### config.mk
export PLATFORM = sky130hd
export DESIGN_NAME = kei_div
export DESIGN_NICKNAME = d
export VERILOG_FILES = /design/src/rtl/kei_div.sv
export SDC_FILE = /design/constraint.sdc
export NUM_CORES = 1
export LEC_CHECK = 0
export BUFFER_PORTS_ARGS = -buffer_cell sky130_fd_sc_hd__clkbuf_2
export CORE_MARGIN = 2
export CORE_UTILIZATION = 50
export DETAILED_ROUTE_END_ITERATION = 12
export PLACE_DENSITY = 0.77
export SYNTH_ARGS = -nofsm -noshare
export SYNTH_HDL_FRONTEND = slang
export SYNTH_SLANG_ARGS = --single-unit
### constraint.sdc
create_clock -name clk_i -period 3.55 [get_ports clk_i]
set_clock_uncertainty 0.05 [all_clocks]
set_input_delay 0.5325 -clock clk_i [delete_from_list [all_inputs] [get_ports clk_i]]
set_output_delay 0.5325 -clock clk_i [all_outputs]
set_load 0.02 [all_outputs]
### src/rtl/kei_div.sv
// restoring divider for the segment phase, one quotient bit per cycle
module kei_div (
  input  logic        clk_i,
  input  logic        rst_ni,
  input  logic        start_i,
  input  logic [15:0] num_i,
  input  logic [15:0] den_i,
  output logic        done_o,
  output logic [15:0] quo_o
);
  logic [15:0] rem_q, rem_d, quo_q, quo_d, den_q;
  logic [4:0]  cnt_q, cnt_d;
  logic        run_q, run_d, done_q, done_d;
  logic [16:0] trial;

  always_comb begin
    trial  = {rem_q, 1'b0};
    rem_d  = rem_q;
    quo_d  = quo_q;
    cnt_d  = cnt_q;
    run_d  = run_q;
    done_d = 1'b0;
    if (start_i) begin
      rem_d = num_i;
      cnt_d = 5'd0;
      run_d = 1'b1;
    end else if (run_q) begin
      if (trial >= {1'b0, den_q}) begin
        rem_d = 16'(trial - {1'b0, den_q});
        quo_d = {quo_q[14:0], 1'b1};
      end else begin
        rem_d = trial[15:0];
        quo_d = {quo_q[14:0], 1'b0};
      end
      cnt_d = cnt_q + 5'd1;
      if (cnt_q == 5'd15) begin
        run_d  = 1'b0;
        done_d = 1'b1;
      end
    end
  end

  always_ff @(posedge clk_i or negedge rst_ni) begin
    if (!rst_ni) begin
      run_q  <= 1'b0;
      done_q <= 1'b0;
      cnt_q  <= 5'd0;
    end else begin
      run_q  <= run_d;
      done_q <= done_d;
      cnt_q  <= cnt_d;
    end
  end

  always_ff @(posedge clk_i) begin
    rem_q <= rem_d;
    quo_q <= quo_d;
    if (start_i) den_q <= den_i;
  end

  assign done_o = done_q;
  assign quo_o  = quo_q;

  a_done_pulse: assert property (@(posedge clk_i) disable iff (!rst_ni)
    done_q |=> !done_q) else $error("divider done longer than a cycle");
  a_done_after_run: assert property (@(posedge clk_i) disable iff (!rst_ni)
    done_q |-> $past(run_q)) else $error("divider done without a run");
  a_cnt_bound: assert property (@(posedge clk_i) disable iff (!rst_ni)
    run_q |-> cnt_q < 5'd16) else $error("divider count overran");
endmodule

==> impl_summary.txt, run 1 <==
----------------------------------------------------
[STA]
  Measured slew at the worst slew-check pin ... between 1000 and 1500 ps
  Number of slew-limit violations in the final report ... 0
  Setup TNS ... 0 ps
  Final critical path time including I/O delays and setup ... 2990 ps
  Count of final hold-check violations ... 0
  Final setup fails ... 0
  Slew headroom ... 13.3%
  Fmax ... 335 MHz
  RSZ-0062 raised after global routing ... false
  Period Utilization, post-route ... 84.2%

[Run]
  Max_cap viols ... 0

[Synthesis]
  Cell variety after synth ... 46
  Warnings, synthesis ... 0
  Number of synthesized flops with an enable pin ... 48
  Sequential cell area fraction in the yosys report ... 53.3%
  #FFs+latches synth ... 55
  Main combinational cell family by area after synthesis ... compound AO/OA/AOI/OAI gates
  Fraction of the mapped netlist area in compound gates ... roughly 15%
  Post-synthesis share of cell area spent on and, or, nand and nor gates ... 12.3%
  Top cells by area in the synthesized netlist ... sky130_fd_sc_hd__edfxtp_1 48%, sky130_fd_sc_hd__ha_1 7.4%, sky130_fd_sc_hd__dfrtp_1 5.8%
  Average cell area after synthesis ... roughly 11 sq um
  Number of instances in the synthesized netlist ... 273
  Synthesized-area fraction occupied by adder cells ... 8.09%
  Cell taking the most area after synthesis ... sky130_fd_sc_hd__edfxtp_1
  Fraction of registers with async set/reset ... 12.7%
  Most frequent cell after synthesis ... sky130_fd_sc_hd__edfxtp_1
  Xor and xnor fraction of the mapped netlist area ... roughly 3.5%
  Summed instance area of the synthesized netlist ... 3030 sq um
  Fraction of synthesized area in multiplexers ... 3.01%
  Synth Net Count ... around 330
  Synth cell count leaders ... 48 x sky130_fd_sc_hd__edfxtp_1, 27 x sky130_fd_sc_hd__nand2_1, 26 x sky130_fd_sc_hd__inv_1, 18 x sky130_fd_sc_hd__ha_1, 18 x sky130_fd_sc_hd__nor2_1
  Synth Flop Type ... sky130_fd_sc_hd__edfxtp_1
  Top cell type's share of synthesized area ... 47.6%

[Route]
  Detailed-route via count ... about 2,200
  Remaining antenna violation count ... 0
  Number of design rule violations left after detail routing ... 0
  Initial DRT Pass Iterations ... 4
  Overall routed net length ... 5670 microns
  Detail-routed via count per cell ... between 5 and 6
  Iteration-0 DRC count of the detailed router ... 110
  WL per Instance ... 14.2 microns

[Layout]
  Post-route standard cell area excluding fillers ... 3450 sq um
  N_diodes ... 0
  Net count, final ... 377
  Relative area change from synthesis to final layout ... 13.8%
  Share of layout cells above drive strength 1 ... 20.1%

[Place]
  # port buffers ... 51
  Placer's final routability congestion estimate ... 0.838
  HPWL after DPL ... 4190 microns
  Placed instance area ... around 3300 sq um

[Clock tree]
  Later-pin clock latency in the skew report ... 310 ps
  Clock sink count ... 55
  Number of gates given a new drive strength after cts ... 0
  Worst-case clock buffer depth ... 2
  Clock transition time at the flip-flop clock pins of the worst setup and hold paths ... 100 ps
  Clock tree from TritonCTS ... yes
  Num CTS Buffers ... 5
  Clock root cell ... sky130_fd_sc_hd__clkbuf_8
  Count of H-tree levels built during CTS ... 2

[Floorplan]
  Starting density of the core ... about half
  Placeable Area ... 5890 sq um
  Die Y ... 81.9 microns
  Row count ... 28
  Overall die area ... around 6700 sq um
  Die width ... 81.9 microns
  I/O Pins ... 52

[Min path]
  Min-delay worst type ... input pin to flop

[Critical path]
  Required arrival time at the worst endpoint ... 3660 ps
  CP Data Arrival Time ... 3100 ps
  Kind of launch point of the worst setup path ... flop
  Category of the most critical setup path ... flop to flop
  Endpoint class of the critical path ... flop
  Maximum fanout along the worst path ... 22

[Power]
  Power Density ... approximately 740 nW/um^2
  Worst IR drop on VDD ... 0.000305 V
  Total power ... 2.55 mW
  Leakage ... 1.56 nW

[GRT]
  Global-route wire length before repair ... about 9400 microns
  Total overflow reported by the global router ... 0
  Number of global-route vias before repair ... 2,133
  All-Layer GR Usage ... 18.4%
  Number of antenna violations at the first check in global routing ... 0
  Maximum number of pins on one net before global-route repair ... 46

[Run status]
  Status ... finished, final reports clean

----------------------------------------------------
==> sequential cells by signal, indices dropped and copies added, names as in the netlist <==
signal	cells
cnt_q	5
den_q	16
done_o	1
quo_o	16
rem_q	16
run_q	1
==> metal layers <==
metal / global-route usage (%) / wire, microns / vias to the layer above
li1: - / - / 1095
met1: 22.6 / 2580 / 1031
met2: 32.0 / 2780 / 48
met3: 3.96 / 225 / 9
met4: 6.83 / 89 / 0
met5: 0 / 0 / -
==> logic make-up (layout without fill, tap and decap cells) <==
group                    after synthesis  count (layout)
AND/OR/NAND/NOR                       76              76
AO/OA/AOI/OAI                         66              66
flip-flops                            55              55
buffers and inverters                 36              87
adder cells (fa/ha/maj)               19              19
XOR/XNOR                              12              12
multiplexers                           9               9
==> timing repair <==
| item | in CTS | in global routing |
|---|---|---|
| hold buffers | 1 | 0 |
| endpoints found under the hold margin | 7 | 0 |
| buffers inserted | 0 | 0 |
==> area by class of cell <==
class / instances / area [sq um]
multi-input cells: 182 / 1270
fillers: 527 / 2440
flip-flops and latches: 55 / 1620
repair buffers: 53 / 273
clock buffers: 6 / 82.6
well taps: 75 / 93.8
inverters: 26 / 97.6
clock inverters: 2 / 20.0
==> final timing paths <==
path,start,end,slack (ps),depth (start not counted)
setup / recovery,rem_q[8],rem_q[1],560,7
hold / removal,den_i[15],den_q[15],330,1
setup reg to reg,rem_q[8],rem_q[1],560,7
hold reg to reg,quo_o[7],quo_o[8],410,0
max in group asynchronous,rst_ni,cnt_q[4],2760,2
min in group asynchronous,rst_ni,cnt_q[3],520,2
==> worst max-delay path, stage by stage (launching register included) <==
cell and delay (ps):
sky130_fd_sc_hd__edfxtp_1 410, sky130_fd_sc_hd__ha_1 500, sky130_fd_sc_hd__nand4_1 230, sky130_fd_sc_hd__nor4_1 370
sky130_fd_sc_hd__nor3b_2 110, sky130_fd_sc_hd__a31oi_4 610, sky130_fd_sc_hd__mux2_2 410, sky130_fd_sc_hd__o21ai_0 140
==> per-stage QoR <==
stage,hold WS (ps),setup WS [ps],utilization [%],cells
finish,335,561,58.6,399
global route,318,258,58.6,399
CTS,324,587,58.6,399
detailed placement,325,609,56.7,390
global placement,323,740,56.7,390
floorplan,187,1200,-,273
==> report_power, final <==
part	switching (mW)	total (mW)	internal, mW
logic	0.697	1.23	0.528
clock network	0.216	0.381	0.165
registers	0.0680	0.944	0.876
==> cells in the final DEF, fill, tap and decap left out, types with 6 or more instances in the layout <==
master,Yosys,final
sky130_fd_sc_hd__inv_1,26,26
sky130_fd_sc_hd__a21oi_1,14,14
sky130_fd_sc_hd__clkbuf_2,0,51
sky130_fd_sc_hd__clkbuf_8,0,6
sky130_fd_sc_hd__ha_1,18,18
sky130_fd_sc_hd__o21ai_0,14,14
sky130_fd_sc_hd__nand2_1,27,27
sky130_fd_sc_hd__xnor2_1,8,8
sky130_fd_sc_hd__a21o_1,7,7
sky130_fd_sc_hd__edfxtp_1,48,48
sky130_fd_sc_hd__o211ai_1,8,8
sky130_fd_sc_hd__nor2_1,18,18
sky130_fd_sc_hd__dfrtp_1,7,7
sky130_fd_sc_hd__mux2i_1,8,8
(Power assumes the default switching activity.)
==> run 2, diff against run 1 <==
Settings changed: ABC_AREA from default to 1, PLACE_DENSITY 0.77 to 0.79.
Clock period 3.55 ns to 2.5 ns, I/O delays scaled along.
==> run 2 against run 1 <==
  * Utilization increased by 0.63 points
  * Area after synthesis is 10% higher
  * Largest cell class unchanged
  * Worst setup slack worse by 400 ps
  * Cell area increased by 10%
  * The flow now finishes with violations (DRC)
==> impl_summary.txt, run 2 <==
----------------------------------------------------
[STA]
  Final setup fails ... 0
  Count of final hold-check violations ... 0
  Period Utilization, post-route ... 93.5%
  Final critical path time including I/O delays and setup ... about 2300 ps
  Setup TNS ... 0 ps
  RSZ-0062 raised after global routing ... false
  Fmax ... between 400 and 500 MHz
  Number of slew-limit violations in the final report ... 0
  Measured slew at the worst slew-check pin ... 557 ps
  Slew headroom ... 62.6%

[Min path]
  Min-delay worst type ... input pin to flop

[Layout]
  Most frequent standard cell in the layout excluding fill and tap cells ... sky130_fd_sc_hd__nand2_1
  Sequential Area ... 1620 sq um
  N_diodes ... 0
  Net count, final ... 511
  Post-Route Utilization ... 59.2%
  Count of fill cells added during filler insertion ... around 550
  Most frequent cells in the layout ... 139 x sky130_fd_sc_hd__nand2_1, 69 x sky130_fd_sc_hd__inv_1, 51 x sky130_fd_sc_hd__clkbuf_2
  Relative area change from synthesis to final layout ... 13.6%
  Share of layout cells above drive strength 1 ... 17.5%
  Multi-input logic area ... 1430 sq um

[Run status]
  Failing checks ... DRC
  Status ... finished with violations

[Synthesis]
  Summed instance area of the synthesized netlist ... 3350 sq um
  Fraction of registers with async set/reset ... 12.7%
  Top cell type's share of synthesized area ... 43.0%
  Top cells by area in the synthesized netlist ... sky130_fd_sc_hd__edfxtp_1 43%, sky130_fd_sc_hd__nand2_1 16%, sky130_fd_sc_hd__inv_1 7.7%
  Cell taking the most area after synthesis ... sky130_fd_sc_hd__edfxtp_1
  Synth cell count leaders ... 139 x sky130_fd_sc_hd__nand2_1, 69 x sky130_fd_sc_hd__inv_1, 48 x sky130_fd_sc_hd__edfxtp_1, 33 x sky130_fd_sc_hd__nand3_1, 18 x sky130_fd_sc_hd__ha_1
  Number of instances in the synthesized netlist ... 401
  Sequential cell area fraction in the yosys report ... 48.3%
  Average cell area after synthesis ... 8.35 sq um
  Synth Flop Type ... sky130_fd_sc_hd__edfxtp_1
  Synth Net Count ... 455
  Number of synthesized flops with an enable pin ... 48
  Most frequent cell after synthesis ... sky130_fd_sc_hd__nand2_1
  Warnings, synthesis ... 0
  Cell variety after synth ... 33
  #FFs+latches synth ... 55

[Critical path]
  Maximum fanout along the worst path ... 17
  Stage delay of the slowest cell on the critical path ... 410 ps
  Slowest cell on the critical path ... sky130_fd_sc_hd__edfxtp_1
  CP Data Arrival Time ... 2350 ps
  Kind of launch point of the worst setup path ... flop
  Cell occurring most often along the worst timing path ... sky130_fd_sc_hd__nand2_1
  Critical path, cell by cell ... ha_1 > nand2_1 > inv_1 > nand2_1 > nand2_1 > nand2_1 > nand2_1 > nor2_4 > nand2_4 > nand3_1 > nand2_1
  Required arrival time at the worst endpoint ... 2510 ps
  Endpoint class of the critical path ... flop
  Category of the most critical setup path ... flop to flop

[Clock tree]
  Clock tree from TritonCTS ... yes
  Number of gates given a new drive strength after cts ... 0
  Clock sink count ... 55
  Worst-case clock buffer depth ... 2
  Num CTS Buffers ... 5
  Clock transition time at the flip-flop clock pins of the worst setup and hold paths ... 110 ps
  Clock root cell ... sky130_fd_sc_hd__clkbuf_8
  Count of H-tree levels built during CTS ... 2
  Later-pin clock latency in the skew report ... 320 ps

[Power]
  Worst IR drop on VDD ... 0.000434 V
  Leakage ... approximately 2 nW
  Power Density ... 974 nW/um^2

[Place]
  Placer's final routability congestion estimate ... roughly 0.93
  HPWL after DPL ... 5260 microns
  # port buffers ... 51

[GRT]
  Number of antenna violations at the first check in global routing ... 0
  Maximum number of pins on one net before global-route repair ... 21
  Number of global-route vias before repair ... approximately 2,600
  Total overflow reported by the global router ... 0
  Global-route wire length before repair ... 11,800 microns
  All-Layer GR Usage ... between 20% and 30%

[Floorplan]
  Starting density of the core ... between 50% and 60%
  Die Y ... approximately 86 microns
  Row count ... 29
  I/O Pins ... 52
  Die width ... around 86 microns
  Overall die area ... 7370 sq um
  Placeable Area ... 6420 sq um

[Route]
  Remaining antenna violation count ... 0
  Number of design rule violations left after detail routing ... 1
  WL per Instance ... 13.0 microns
  Overall routed net length ... 6970 microns
  Initial DRT Pass Iterations ... 10
  Iteration-0 DRC count of the detailed router ... 187
  Detail-routed via count per cell ... 4.98
  Detailed-route via count ... 2,663

[Run]
  Max_cap viols ... 0

----------------------------------------------------
[run 2: changes by cell type in the layout (fill, tap and decap cells not counted), moves of 5 or more]
cell,before,now
sky130_fd_sc_hd__nand3_1,4,33
sky130_fd_sc_hd__o21ai_0,14,3
sky130_fd_sc_hd__o211ai_1,8,0
sky130_fd_sc_hd__a21oi_1,14,8
sky130_fd_sc_hd__nand3b_1,1,11
sky130_fd_sc_hd__nand2_1,27,139
sky130_fd_sc_hd__nand2b_1,5,0
sky130_fd_sc_hd__inv_1,26,69
sky130_fd_sc_hd__a31oi_1,5,0
sky130_fd_sc_hd__mux2i_1,8,0
sky130_fd_sc_hd__a21o_1,7,0
[run 2: worst paths after layout]
check	from	to	slack [ps]	cells past startpoint
worst max-delay path	rem_q[10]	rem_q[0]	160	11
worst min-delay path	den_i[2]	den_q[2]	170	1
worst max register to register	rem_q[10]	rem_q[0]	160	11
worst min register to register	quo_o[8]	quo_o[9]	410	0
max in group asynchronous	rst_ni	cnt_q[2]	1880	2
min in group asynchronous	rst_ni	cnt_q[0]	360	2
[run 2: repair_timing]
item	in CTS	in global routing
setup buffers	0	0
hold buffers	1	0
endpoints found under the hold margin	7	0
[run 2: logic make-up after synthesis]
| logic type | after synthesis | synth area share (%) |
|---|---|---|
| buffers and inverters | 78 | 9.16 |
| AO/OA/AOI/OAI | 15 | 2.62 |
| adder cells (fa/ha/maj) | 19 | 7.32 |
| flip-flops | 55 | 48.3 |
| XOR/XNOR | 6 | 1.57 |
| AND/OR/NAND/NOR | 228 | 31.1 |
[run 2: power breakdown]
part           total (mW)  internal (mW)  leakage [nW]  switching [mW]
logic                1.84          0.672          1.34            1.17
registers            1.29           1.21         0.575          0.0842
clock network       0.574          0.267        0.0555           0.307
total                3.71           2.15          1.97            1.56
[run 2: area by class of cell]
cell class	count	area share, %
Sequential cell	55	42.5
Clock inverter	1	0.296
Clock buffer	7	2.56
Timing Repair Buffer	55	7.56
Tap cell	77	2.53
Multi-Input combinational cell	268	37.5
Inverter	72	7.10
[run 2: metal layers]
metal	vias up	routed length, microns	global-route usage [%]
met5	-	0	0
met4	0	113	6.35
met3	8	267	3.08
met2	47	3460	35.2
met1	1217	3130	26.2
li1	1391	-	-
[run 2: through the flow]
step | setup slack, ps | cell area (sq um) | std cells | hold slack (ps) | total power [mW]
after detailed placement | 217 | 3690 | 526 | 168 | 3.12
after CTS | 192 | 3800 | 535 | 171 | 3.70
after global placement | 291 | 3690 | 526 | 166 | 3.07
after global routing | 25.4 | 3800 | 535 | 168 | 4.03
after floorplan | 566 | 3350 | 401 | 29.4 | 2.75
final | 162 | 3800 | 535 | 174 | 3.71
[run 2: critical path: cells and delay by family, from the launching register on]
kind	cells	cell delay (ps)
adders and majority gates	1	380
buffers and inverters	1	50
DFF	1	410
and+or+nand+nor	9	1180
==> run 3, diff against run 2 <==
Settings changed: PLACE_DENSITY 0.79 to 0.81.
==> run 3 against run 2 <==
  * The run now ends clean
  * First-iteration DRC count shrank 15%
  * Sequential power is essentially flat
  * Routed wire length grew 2.9%
  * Clock-buffer cell count shrank 2
  * Sequential share of layout area shrank 0.42 points
  * Critical path depth shrank 1
  * Cell count grew 0.56%
  * Cell area grew 0.99%
  * Via count grew 4.2%
  * Hold slack lost 7.0 ps
  * Fmax grew 1.8%
  * Sequential cell count is the same
  * Critical endpoint is now rem_q[5]
  * Highest routed layer unchanged
==> impl_summary.txt, run 3 (synthesis results as in run 2) <==
----------------------------------------------------
[Run status]
  Status ... finished, final reports clean

[Clock tree]
  Clock sink count ... 55
  Worst-case clock buffer depth ... 2
  Count of H-tree levels built during CTS ... 2
  Clock tree from TritonCTS ... yes
  Clock root cell ... sky130_fd_sc_hd__clkbuf_8
  Clock transition time at the flip-flop clock pins of the worst setup and hold paths ... approximately 110 ps
  Num CTS Buffers ... 5
  Later-pin clock latency in the skew report ... 320 ps

[Route]
  Iteration-0 DRC count of the detailed router ... 159
  Remaining antenna violation count ... 0
  WL per Instance ... 13.3 microns
  Detail-routed via count per cell ... 5.16
  Detailed-route via count ... between 2,000 and 3,000
  Initial DRT Pass Iterations ... 5
  Overall routed net length ... 7170 microns
  Number of design rule violations left after detail routing ... 0

[Layout]
  Most frequent standard cell in the layout excluding fill and tap cells ... sky130_fd_sc_hd__nand2_1
  Relative area change from synthesis to final layout ... 14.8%
  Most frequent cells in the layout ... 139 x sky130_fd_sc_hd__nand2_1, 69 x sky130_fd_sc_hd__inv_1, 51 x sky130_fd_sc_hd__clkbuf_2
  N_diodes ... 0
  Net count, final ... 514
  Share of layout cells above drive strength 1 ... 18.2%
  Post-route standard cell area excluding fillers ... 3840 sq um

[Critical path]
  Required arrival time at the worst endpoint ... 2540 ps
  Slowest cell on the critical path ... sky130_fd_sc_hd__edfxtp_1
  Launch point of the worst path ... rem_q[3]
  Critical path, cell by cell ... ha_1 > nand2_1 > nor2_1 > nand3_2 > nand3_2 > nand2_4 > nand2_4 > nand2_1 > nand3_1 > nand2_1
  Category of the most critical setup path ... flop to flop
  Cell occurring most often along the worst timing path ... sky130_fd_sc_hd__nand2_1
  Stage delay of the slowest cell on the critical path ... 440 ps
  Startpoint of the worst-slack reg-to-reg timing path ... rem_q[3]
  CP Data Arrival Time ... 2330 ps
  Endpoint class of the critical path ... flop
  Maximum fanout along the worst path ... 17
  Kind of launch point of the worst setup path ... flop

[Min path]
  Min-delay worst type ... input pin to flop
  Min-delay src ... den_i[6]

[Floorplan]
  Placeable Area ... roughly 6400 sq um
  Starting density of the core ... 52.1%
  Overall die area ... 7370 sq um
  I/O Pins ... 52
  Row count ... 29
  Die Y ... 85.8 microns
  Die width ... around 86 microns

[STA]
  Measured slew at the worst slew-check pin ... 743 ps
  Final critical path time including I/O delays and setup ... 2300 ps
  Slew headroom ... just over 50%
  Fmax ... 435 MHz
  RSZ-0062 raised after global routing ... false
  Count of final hold-check violations ... 0
  Final setup fails ... 0
  Number of slew-limit violations in the final report ... 0
  Setup TNS ... 0 ps
  Setup WS post-layout ... 203 ps
  Period Utilization, post-route ... 91.9%

[GRT]
  Maximum number of pins on one net before global-route repair ... 26
  GR peak layer ... met2
  Total overflow reported by the global router ... 0
  Met2 track demand over resource ... a little over a third
  Global routing met1 resource utilization ... about 27%
  Global-route wire length before repair ... around 12,000 microns
  Number of global-route vias before repair ... 2,618
  Number of antenna violations at the first check in global routing ... 0
  Global routing met3 resource utilization ... 2.89%
  All-Layer GR Usage ... about 21%

[Power]
  Cell internal pwr ... 2.24 mW
  Worst IR drop on VDD ... 0.000425 V
  Leakage ... 1.99 nW
  Share of power burned in registers ... 33.6%
  Proportion of power drawn by combinational gates ... approximately 50%
  Clock group share of total power ... 16.7%
  Power Density ... around 1000 nW/um^2
  Switching share of total power ... 41.8%
  Net switching power figure ... 1.61 mW

[Place]
  Setup slack at placement ... about 210 ps
  HPWL after DPL ... 5290 microns
  Placer's final routability congestion estimate ... 0.922
  Placed instance area ... 3680 sq um
  # port buffers ... 51

[Run]
  Max_cap viols ... 0

----------------------------------------------------
==> run 3: cell types whose count changed in the layout (fill, tap and decap cells not counted), sizes merged <==
cell / change
buf: +3
inv: -1
clkbuf: -2
bufinv: +1
clkinv: +2
==> run 3: worst paths after layout <==
kind                             to  slack, ps  cells after the start
max                        rem_q[5]        200                     10
min                        den_q[6]        170                      1
min in group asynchronous  cnt_q[0]        350                      2
min reg2reg                quo_o[3]        410                      0
max in group asynchronous    done_o       1890                      2
max reg2reg                rem_q[5]        200                     10
==> run 3: worst max-delay path, delay by kind of cell, from the launching register on <==
kind | cells | cell delay (ps)
DFF | 1 | 440
and+or+nand+nor | 9 | 1180
adders and majority gates | 1 | 390
==> run 3: metal layers <==
metal | up-vias | wire length, microns | share of wire (%)
met1 | 1277 | 3140 | 44
met4 | 0 | 168 | 2.3
met5 | - | 0 | 0
met2 | 87 | 3510 | 49
li1 | 1394 | - | -
met3 | 17 | 349 | 4.9
==> run 3: repair_timing <==
action	in CTS	in global routing
hold endpoints to repair	7	0
resized for setup	0	0
buffers inserted	0	4
endpoints found under the setup margin	0	3
hold buffers	1	0
==> run 3: final cells by class <==
type / count / area (sq um)
Fill cell: 550 / 2580
Sequential cell: 55 / 1620
Multi-Input combinational cell: 268 / 1430
Timing Repair Buffer: 58 / 310
Inverter: 72 / 270
Tap cell: 77 / 96.3
Clock buffer: 5 / 68.8
Clock inverter: 3 / 55.1
==> run 3: power by group through the flow <==
stage               Combinational [mW]  Sequential (mW)  Clock (mW)
floorplan                         1.43             1.32           0
global placement                  1.77             1.31           0
detailed placement                1.81             1.32           0
CTS                               1.83             1.30       0.657
global route                      2.17             1.32       0.676
finish                            1.92             1.30       0.642
==> run 3: metrics by stage <==
stage	cells	util [%]	hold WS [ps]	total power [mW]
after floorplan	401	-	29.4	2.75
after global placement	525	57.3	165	3.08
after detailed placement	525	57.3	169	3.13
after CTS	534	59.4	160	3.78
after global routing	538	59.8	159	4.16
final	538	59.8	167	3.85
